## config.mk

```make
export PLATFORM = sky130hd
export DESIGN_NAME = descent_and_landing_detector_unit
export DESIGN_NICKNAME = d
export VERILOG_FILES = /design/src/design/dld_pkg.sv /design/src/design/dld_step.sv /design/src/design/descent_and_landing_detector_unit.sv
export SDC_FILE = /design/constraint.sdc
export NUM_CORES = 1
export LEC_CHECK = 0
export BUFFER_PORTS_ARGS = -buffer_cell sky130_fd_sc_hd__buf_4
export CAP_MARGIN = 30
export CORE_UTILIZATION = 40
export CTS_CLUSTER_DIAMETER = 40
export CTS_CLUSTER_SIZE = 12
export DETAILED_ROUTE_END_ITERATION = 8
export SLEW_MARGIN = 20
export SYNTH_ARGS = -nofsm -noshare
export SYNTH_HDL_FRONTEND = slang
export SYNTH_HIERARCHICAL = 1
export SYNTH_SLANG_ARGS = --single-unit
```

## constraint.sdc

```tcl
create_clock -name clock -period 5.3 [get_ports clock]
set_input_delay 1.06 -clock clock [delete_from_list [all_inputs] [get_ports clock]]
set_output_delay 1.06 -clock clock [all_outputs]
set_load 0.01 [all_outputs]
```

## src/design/dld_pkg.sv

```systemverilog
//------------------------------------------------------------------------------
// dld_pkg: shared types and constants for the descent and landing detector
// Phase codes, item kinds, register indexes, reset values and state structs.
//------------------------------------------------------------------------------
`default_nettype none

package dld_pkg;

   localparam int unsigned SPEED_W = 16;
   localparam int unsigned DWELL_W = 16;
   localparam int unsigned TICK_W  = 24;
   localparam int unsigned CSR_W   = 24;
   localparam int unsigned CSR_IDX_W = 2;

   localparam logic [DWELL_W-1:0] DWELL_MAX = {DWELL_W{1'b1}};
   localparam logic [TICK_W-1:0]  TICK_MAX  = {TICK_W{1'b1}};

   // reset values of the configuration registers
   localparam logic signed [SPEED_W-1:0] RST_FALL_THRESHOLD = -16'sd100;
   localparam logic [DWELL_W-1:0]        RST_FALL_DWELL     = 16'd10;
   localparam logic [DWELL_W-1:0]        RST_LAND_DWELL     = 16'd50;
   localparam logic [TICK_W-1:0]         RST_TIMEOUT        = 24'd60000;

   typedef enum logic [2:0] {
      PH_IDLE      = 3'd0,
      PH_WAIT_FALL = 3'd1,
      PH_WAIT_LAND = 3'd2,
      PH_DONE      = 3'd3,
      PH_TIMEOUT   = 3'd4
   } phase_type;

   typedef enum logic [1:0] {
      FUNC_TICK  = 2'd0,
      FUNC_START = 2'd1,
      FUNC_STOP  = 2'd2
   } func_type;

   typedef enum logic [CSR_IDX_W-1:0] {
      CSR_FALL_THRESHOLD = 2'd0,
      CSR_FALL_DWELL     = 2'd1,
      CSR_LAND_DWELL     = 2'd2,
      CSR_TIMEOUT        = 2'd3
   } csr_idx_type;

   typedef struct packed {
      logic signed [SPEED_W-1:0] fall_threshold;
      logic [DWELL_W-1:0]        fall_dwell;
      logic [DWELL_W-1:0]        land_dwell;
      logic [TICK_W-1:0]         timeout;
   } dld_cfg_type;

   typedef struct packed {
      phase_type           phase;
      logic [DWELL_W-1:0]  dwell;
      logic [TICK_W-1:0]   ticks;
   } dld_state_type;

endpackage : dld_pkg

`default_nettype wire

```

## src/design/dld_step.sv

```systemverilog
//------------------------------------------------------------------------------
// dld_step: next-state logic of the phase sequencer
// Computes the state after one item and the detection flags for its result.
//------------------------------------------------------------------------------
`default_nettype none

module dld_step (
   input  wire dld_pkg::dld_state_type state_cur,
   input  wire dld_pkg::dld_cfg_type   cfg,
   input  wire logic [1:0]        func,
   input  wire logic signed [dld_pkg::SPEED_W-1:0] vertical_speed,
   output dld_pkg::dld_state_type state_nxt,
   output logic                   fall_flag,
   output logic                   land_flag
);
   import dld_pkg::*;

   logic                falling;
   logic [TICK_W-1:0]   ticks_inc;
   logic                timed_out;
   logic [DWELL_W-1:0]  dwell_inc;
   logic [DWELL_W-1:0]  dwell_fall;
   logic [DWELL_W-1:0]  dwell_land;
   logic                fall_hit;
   logic                land_hit;
   logic                active_tick;

   assign falling     = vertical_speed <= cfg.fall_threshold;
   assign ticks_inc   = (state_cur.ticks == TICK_MAX) ? state_cur.ticks
                                                      : state_cur.ticks + 1'b1;
   assign timed_out   = ticks_inc >= cfg.timeout;
   assign dwell_inc   = (state_cur.dwell == DWELL_MAX) ? state_cur.dwell
                                                       : state_cur.dwell + 1'b1;
   assign dwell_fall  = falling ? dwell_inc : '0;
   assign dwell_land  = falling ? '0 : dwell_inc;
   assign fall_hit    = dwell_fall > cfg.fall_dwell;
   assign land_hit    = dwell_land > cfg.land_dwell;
   assign active_tick = (func == FUNC_TICK) &&
                        ((state_cur.phase == PH_WAIT_FALL) ||
                         (state_cur.phase == PH_WAIT_LAND));

   // next phase
   always_comb begin
      state_nxt.phase = state_cur.phase;
      unique case (func)
         FUNC_START: begin
            if (state_cur.phase == PH_IDLE) begin
               state_nxt.phase = PH_WAIT_FALL;
            end
         end
         FUNC_STOP: begin
            state_nxt.phase = PH_IDLE;
         end
         FUNC_TICK: begin
            if (active_tick) begin
               if (timed_out) begin
                  state_nxt.phase = PH_TIMEOUT;
               end else if (state_cur.phase == PH_WAIT_FALL) begin
                  if (fall_hit) begin
                     state_nxt.phase = PH_WAIT_LAND;
                  end
               end else if (land_hit) begin
                  state_nxt.phase = PH_DONE;
               end
            end
         end
         default: begin
            state_nxt.phase = state_cur.phase;
         end
      endcase
   end

   // counters and flags
   always_comb begin
      state_nxt.dwell = state_cur.dwell;
      state_nxt.ticks = state_cur.ticks;
      fall_flag       = 1'b0;
      land_flag       = 1'b0;
      unique case (func)
         FUNC_START: begin
            if (state_cur.phase == PH_IDLE) begin
               state_nxt.dwell = '0;
               state_nxt.ticks = '0;
            end
         end
         FUNC_STOP: begin
            state_nxt.dwell = '0;
            state_nxt.ticks = '0;
         end
         FUNC_TICK: begin
            if (active_tick) begin
               state_nxt.ticks = ticks_inc;
               if (!timed_out) begin
                  if (state_cur.phase == PH_WAIT_FALL) begin
                     state_nxt.dwell = fall_hit ? '0 : dwell_fall;
                     fall_flag       = fall_hit;
                  end else begin
                     state_nxt.dwell = dwell_land;
                     land_flag       = land_hit;
                  end
               end
            end
         end
         default: begin
            state_nxt.dwell = state_cur.dwell;
         end
      endcase
   end

endmodule : dld_step

`default_nettype wire

```

## src/design/descent_and_landing_detector_unit.sv

```systemverilog
//------------------------------------------------------------------------------
// descent_and_landing_detector_unit: flight phase sequencer
// Arms on start, detects a sustained descent and then a sustained stop of
// descent from vertical speed samples, with an overall tick timeout.
//------------------------------------------------------------------------------
// channel   ports                                   direction
// req       req_valid/req_ready, req_func,          in   one item per sample,
//           req_vertical_speed                           start or stop
// rsp       rsp_valid/rsp_ready, rsp_phase,         out  one item per req item
//           rsp_fall_detected, rsp_land_detected
// csr       csr_we, csr_index, csr_wdata            in   register writes
//
// An item is captured in the input register, evaluated combinationally and lands
// in the result register; one item per cycle sustained while rsp is not stalled.
// Phase state advances when the item moves into the result stage.
// A stalled rsp holds the result register and the input register fills; req
// keeps accepting as long as the input register can drain.
// Reset: synchronous, returns the phase to idle, counters to zero and the
// registers to their defaults.
//------------------------------------------------------------------------------
`default_nettype none

module descent_and_landing_detector_unit (
   input  wire logic                              clock,
   input  wire logic                              reset,
   // item input
   input  wire logic                              req_valid,
   output logic                                   req_ready,
   input  wire logic [1:0]                        req_func,
   input  wire logic signed [dld_pkg::SPEED_W-1:0] req_vertical_speed,
   // result output
   output logic                                   rsp_valid,
   input  wire logic                              rsp_ready,
   output logic [2:0]                             rsp_phase,
   output logic                                   rsp_fall_detected,
   output logic                                   rsp_land_detected,
   // register writes
   input  wire logic                              csr_we,
   input  wire logic [dld_pkg::CSR_IDX_W-1:0]     csr_index,
   input  wire logic [dld_pkg::CSR_W-1:0]         csr_wdata
);
   import dld_pkg::*;

   dld_cfg_type   cfg_ff;
   dld_state_type state_ff;
   dld_state_type state_in;

   // input register
   logic                      in_valid_ff;
   logic [1:0]                in_func_ff;
   logic signed [SPEED_W-1:0] in_speed_ff;

   // result register
   logic       out_valid_ff;
   phase_type  out_phase_ff;
   logic       out_fall_ff;
   logic       out_land_ff;

   logic       fall_in;
   logic       land_in;
   logic       advance;

   // the input item moves on when the result slot is free or being emptied
   assign advance   = in_valid_ff && (!out_valid_ff || rsp_ready);
   assign req_ready = !in_valid_ff || advance;

   dld_step u_step (
      .state_cur      (state_ff),
      .cfg            (cfg_ff),
      .func           (in_func_ff),
      .vertical_speed (in_speed_ff),
      .state_nxt      (state_in),
      .fall_flag      (fall_in),
      .land_flag      (land_in)
   );

   // configuration registers
   always_ff @(posedge clock) begin
      if (reset) begin
         cfg_ff.fall_threshold <= RST_FALL_THRESHOLD;
         cfg_ff.fall_dwell     <= RST_FALL_DWELL;
         cfg_ff.land_dwell     <= RST_LAND_DWELL;
         cfg_ff.timeout        <= RST_TIMEOUT;
      end else if (csr_we) begin
         unique case (csr_idx_type'(csr_index))
            CSR_FALL_THRESHOLD: cfg_ff.fall_threshold <= csr_wdata[SPEED_W-1:0];
            CSR_FALL_DWELL:     cfg_ff.fall_dwell     <= csr_wdata[DWELL_W-1:0];
            CSR_LAND_DWELL:     cfg_ff.land_dwell     <= csr_wdata[DWELL_W-1:0];
            CSR_TIMEOUT:        cfg_ff.timeout        <= csr_wdata[TICK_W-1:0];
            default:            cfg_ff.timeout        <= cfg_ff.timeout;
         endcase
      end
   end

   // sequencer state, committed as the item is evaluated
   always_ff @(posedge clock) begin
      if (reset) begin
         state_ff.phase <= PH_IDLE;
         state_ff.dwell <= '0;
         state_ff.ticks <= '0;
      end else if (advance) begin
         state_ff <= state_in;
      end
   end

   // input stage
   always_ff @(posedge clock) begin
      if (reset) begin
         in_valid_ff <= 1'b0;
      end else if (req_ready) begin
         in_valid_ff <= req_valid;
      end
   end

   always_ff @(posedge clock) begin
      if (req_valid && req_ready) begin
         in_func_ff  <= req_func;
         in_speed_ff <= req_vertical_speed;
      end
   end

   // result stage
   always_ff @(posedge clock) begin
      if (reset) begin
         out_valid_ff <= 1'b0;
      end else if (advance) begin
         out_valid_ff <= 1'b1;
      end else if (rsp_ready) begin
         out_valid_ff <= 1'b0;
      end
   end

   always_ff @(posedge clock) begin
      if (advance) begin
         out_phase_ff <= state_in.phase;
         out_fall_ff  <= fall_in;
         out_land_ff  <= land_in;
      end
   end

   assign rsp_valid         = out_valid_ff;
   assign rsp_phase         = 3'(out_phase_ff);
   assign rsp_fall_detected = out_fall_ff;
   assign rsp_land_detected = out_land_ff;

endmodule : descent_and_landing_detector_unit

`default_nettype wire

```

==> results.sh <==
export IMPL_outcome="finished, violations left"
export IMPL_violations="DRC"
export IMPL_grt_antenna_before_repair=0
export IMPL_grt_start_max_net_pins=84
export IMPL_synth_nets=1246
export IMPL_peakVddDrop_mv=0.242
export IMPL_setup_viol=0
export IMPL_crit_arrival_ns=5.07
export IMPL_sequentialPowerShare_pct=43.2
export IMPL_vias=7475
export IMPL_layout_drive_gt1_share_pct=10.6
export IMPL_layout_common_cells="nand2_1 (155), dfxtp_1 (117), nor2_1 (100), a21oi_1 (94), nand2b_1 (89)"
export IMPL_rsz0062_at_grt="false"
export IMPL_io_pins=56
export IMPL_max_stage_delay_ns=0.51
export IMPL_die_h_um=152
export IMPL_vias_per_cell=5.17
export IMPL_path_buf_inv=0
export IMPL_worst_path_dominant_cell_family="simple AND/OR/NAND/NOR gates"
export IMPL_ys_warn_count=6
export IMPL_yosysTopAreaCellShare_pct=26.0
export IMPL_finalMaxSlewViolations=0
export IMPL_synth_seq_area_share_pct=33.6
export IMPL_synthArstFlopShare_pct=0
export IMPL_layout_commonest_cell="nand2_1"
export IMPL_drt_wl_total_um=21300
export IMPL_initial_utilization_pct=41.1
export IMPL_overflow=0
export IMPL_cts_tree="built"
export IMPL_grt_pass1_wl_um=35600
export IMPL_antennaDiodeCount=0
export IMPL_grt_met2_usage_pct=30.3
export IMPL_crit_chain="ha_1, nand2_1, nor4_1, and3_1, nor2_1, nand2_1, xor2_1, nor2_1, ha_1, nand3_1, nor4_1, nand4_1, o31ai_1, nand3_1, a21o_1, or3_1, o21ai_1, nand2b_1, mux2i_1"
export IMPL_placementRows=54
export IMPL_cts_root_buffer="clkbuf_16"
export IMPL_place_hpwl_um=15500
export IMPL_syn_area_per_cell_um2=8.03
export IMPL_synth_cells=1123
export IMPL_comb_power_share_pct=8.8
export IMPL_p_per_area_nw_per_um2=257
export IMPL_leakagePower_uw=0.00413
export IMPL_path_class="register to register"
export IMPL_drt_wirelength_per_cell_um=14.7
export IMPL_critPathLaunchType="register"
export IMPL_synthToLayoutAreaGrowth_pct=12.5
export IMPL_cp_data_required_time_ns=5.66
export IMPL_yosys_area_top_type="dfxtp_1"
export IMPL_use_met3_pct=3.56
export IMPL_holdBufCountCts=0
export IMPL_worstMarginPinSlew_ns=0.814
export IMPL_max_slew_margin_pct=45.7
export IMPL_post_route_period_util_pct=88.9
export IMPL_clock_skew_ns=0.00849
export IMPL_drt_pass1_iterations=8
export IMPL_slowest_stage="nor4_1"
export IMPL_intPower_uw=1890
export IMPL_cap_violations=0
export IMPL_clk_pin_slew_worst_paths_ns=0.07
export IMPL_grt_busiest_layer="met2"
export IMPL_gr_usage_met1_pct=26.5
export IMPL_synth_flop_cell="dfxtp_1"
export IMPL_path_max_fanout=7
export IMPL_core_um2=22000
export IMPL_switchingPower_uw=715
export IMPL_synth_ff_latch_count=140
export IMPL_drc=3
export IMPL_htree_levels=4
export IMPL_hold_path_class="register to register"
export IMPL_cts_inserted_buffers=17
export IMPL_clock_sinks=140
export IMPL_fin_crit_ns=4.71
export IMPL_fin_tns_setup_ns=0
export IMPL_port_buffers=55
export IMPL_drt_iter0_markers=359
export IMPL_dieWidth_um=152
export IMPL_clkPwrFrac_pct=48.0
export IMPL_p_total_uw=2600
export IMPL_postRouteAntennaNets=0
export IMPL_synthTopCellsByArea="dfxtp_1 (26%), ha_1 (10%), edfxtp_1 (7.7%), nand2_1 (6.5%), nand2b_1 (6.2%)"
export IMPL_grt_pass1_vias=6973
export IMPL_dieArea_um2=23200
export IMPL_synth_edf_count=23
export IMPL_synth_area_um2=9020
export IMPL_crit_path_end_kind="register"
export IMPL_cts_path_max_buffers=2
export IMPL_grt_usage_pct=19.1
export IMPL_final_nets=1277
export IMPL_ctsResizeCount=0
export IMPL_place_congestion=0.850
export IMPL_swShare_pct=27.5
export IMPL_hold_violations=0
export IMPL_fmax_ghz=0.212
export IMPL_synth_cell_types=65
export IMPL_cts_post_setup_buffers_inserted=0
export IMPL_clock_latency_ns=0.43
-- path summary, 6_finish.rpt --
check	start	cells after the start	slack, ns	endpoint
hold reg to reg	cfg_ff[45]	2	0.46	cfg_ff[45]
setup reg to reg	state_ff[24]	19	0.59	state_ff[32]
setup / recovery	state_ff[24]	19	0.59	state_ff[32]
hold / removal	cfg_ff[45]	2	0.46	cfg_ff[45]
-- state kept, by name (all words and copies together) (netlist names) --
signal             flops
cfg_ff                72
rsp_phase              3
rsp_land_detected      1
in_func_ff             2
in_speed_ff           16
state_ff              43
rsp_fall_detected      1
in_valid_ff            1
rsp_valid              1
-- per-stage QoR --
step / utilization, % / hold WS, ns / area (um^2) / worst slack (ns) / instances
2_1_floorplan: - / 0.436 / 9020 / 1.17 / 1123
3_3_place_gp: 43.2 / 0.443 / 9480 / 0.677 / 1412
3_5_place_dp: 43.4 / 0.447 / 9530 / 0.666 / 1415
4_1_cts: 46.2 / 0.456 / 10200 / 0.640 / 1447
5_1_grt: 46.2 / 0.471 / 10200 / 0.106 / 1447
6_report: 46.2 / 0.455 / 10200 / 0.588 / 1447
-- final cells by class --
class | instances | area, um^2
repair buffers | 68 | 534
clock buffers | 17 | 425
multi-input cells | 845 | 5310
fillers | 2148 | 11800
inverters | 82 | 308
well taps | 280 | 350
flip-flops and latches | 140 | 3030
clock inverters | 15 | 195
-- tightest hold or removal path: cells and delay by family, from the launching register on --
family           cells  cell delay (ns)
AO/OA/AOI/OAI        1             0.05
flip-flops           1             0.31
AND/OR/NAND/NOR      1             0.05
-- per-layer routing --
layer | wire [um] | vias to the layer above
li1 | - | 3885
met1 | 10800 | 3431
met2 | 9480 | 141
met3 | 840 | 18
met4 | 251 | 0
met5 | 0 | -
-- synth_stat cells (12+ instances only) --
master	count
edfxtp_1	23
mux2i_1	48
ha_1	74
buf_2	17
xnor2_1	16
nand2b_1	89
xor2_1	14
nor3_1	42
inv_1	82
nand2_1	155
a21oi_1	95
clkbuf_1	19
dfxtp_1	117
nor2_1	100
nand4_1	17
o21ai_0	53
nand3_1	24
o31ai_1	12
-- kinds of logic (layout without fill, tap and decap cells) --
family,after synthesis,after routing,share of synthesized area [%]
AOI/OAI and AO/OA,212,212,14.0
xor gates and xnor gates,30,30,2.91
adders and majority gates,74,74,10.3
buffers and inverters,138,182,7.74
DFF,140,140,33.6
muxes,48,48,5.33
and+or+nand+nor,481,481,26.2
-- power groups by stage --
stage               registers, uW  logic (uW)  clock network, uW
global route                 1130         255               1330
global placement             1150         224                  0
floorplan                    1140         159                  0
detailed placement           1150         230                  0
CTS                          1120         231               1270
finish                       1130         230               1250
No activity file was read; power rests on OpenSTA's default activity.
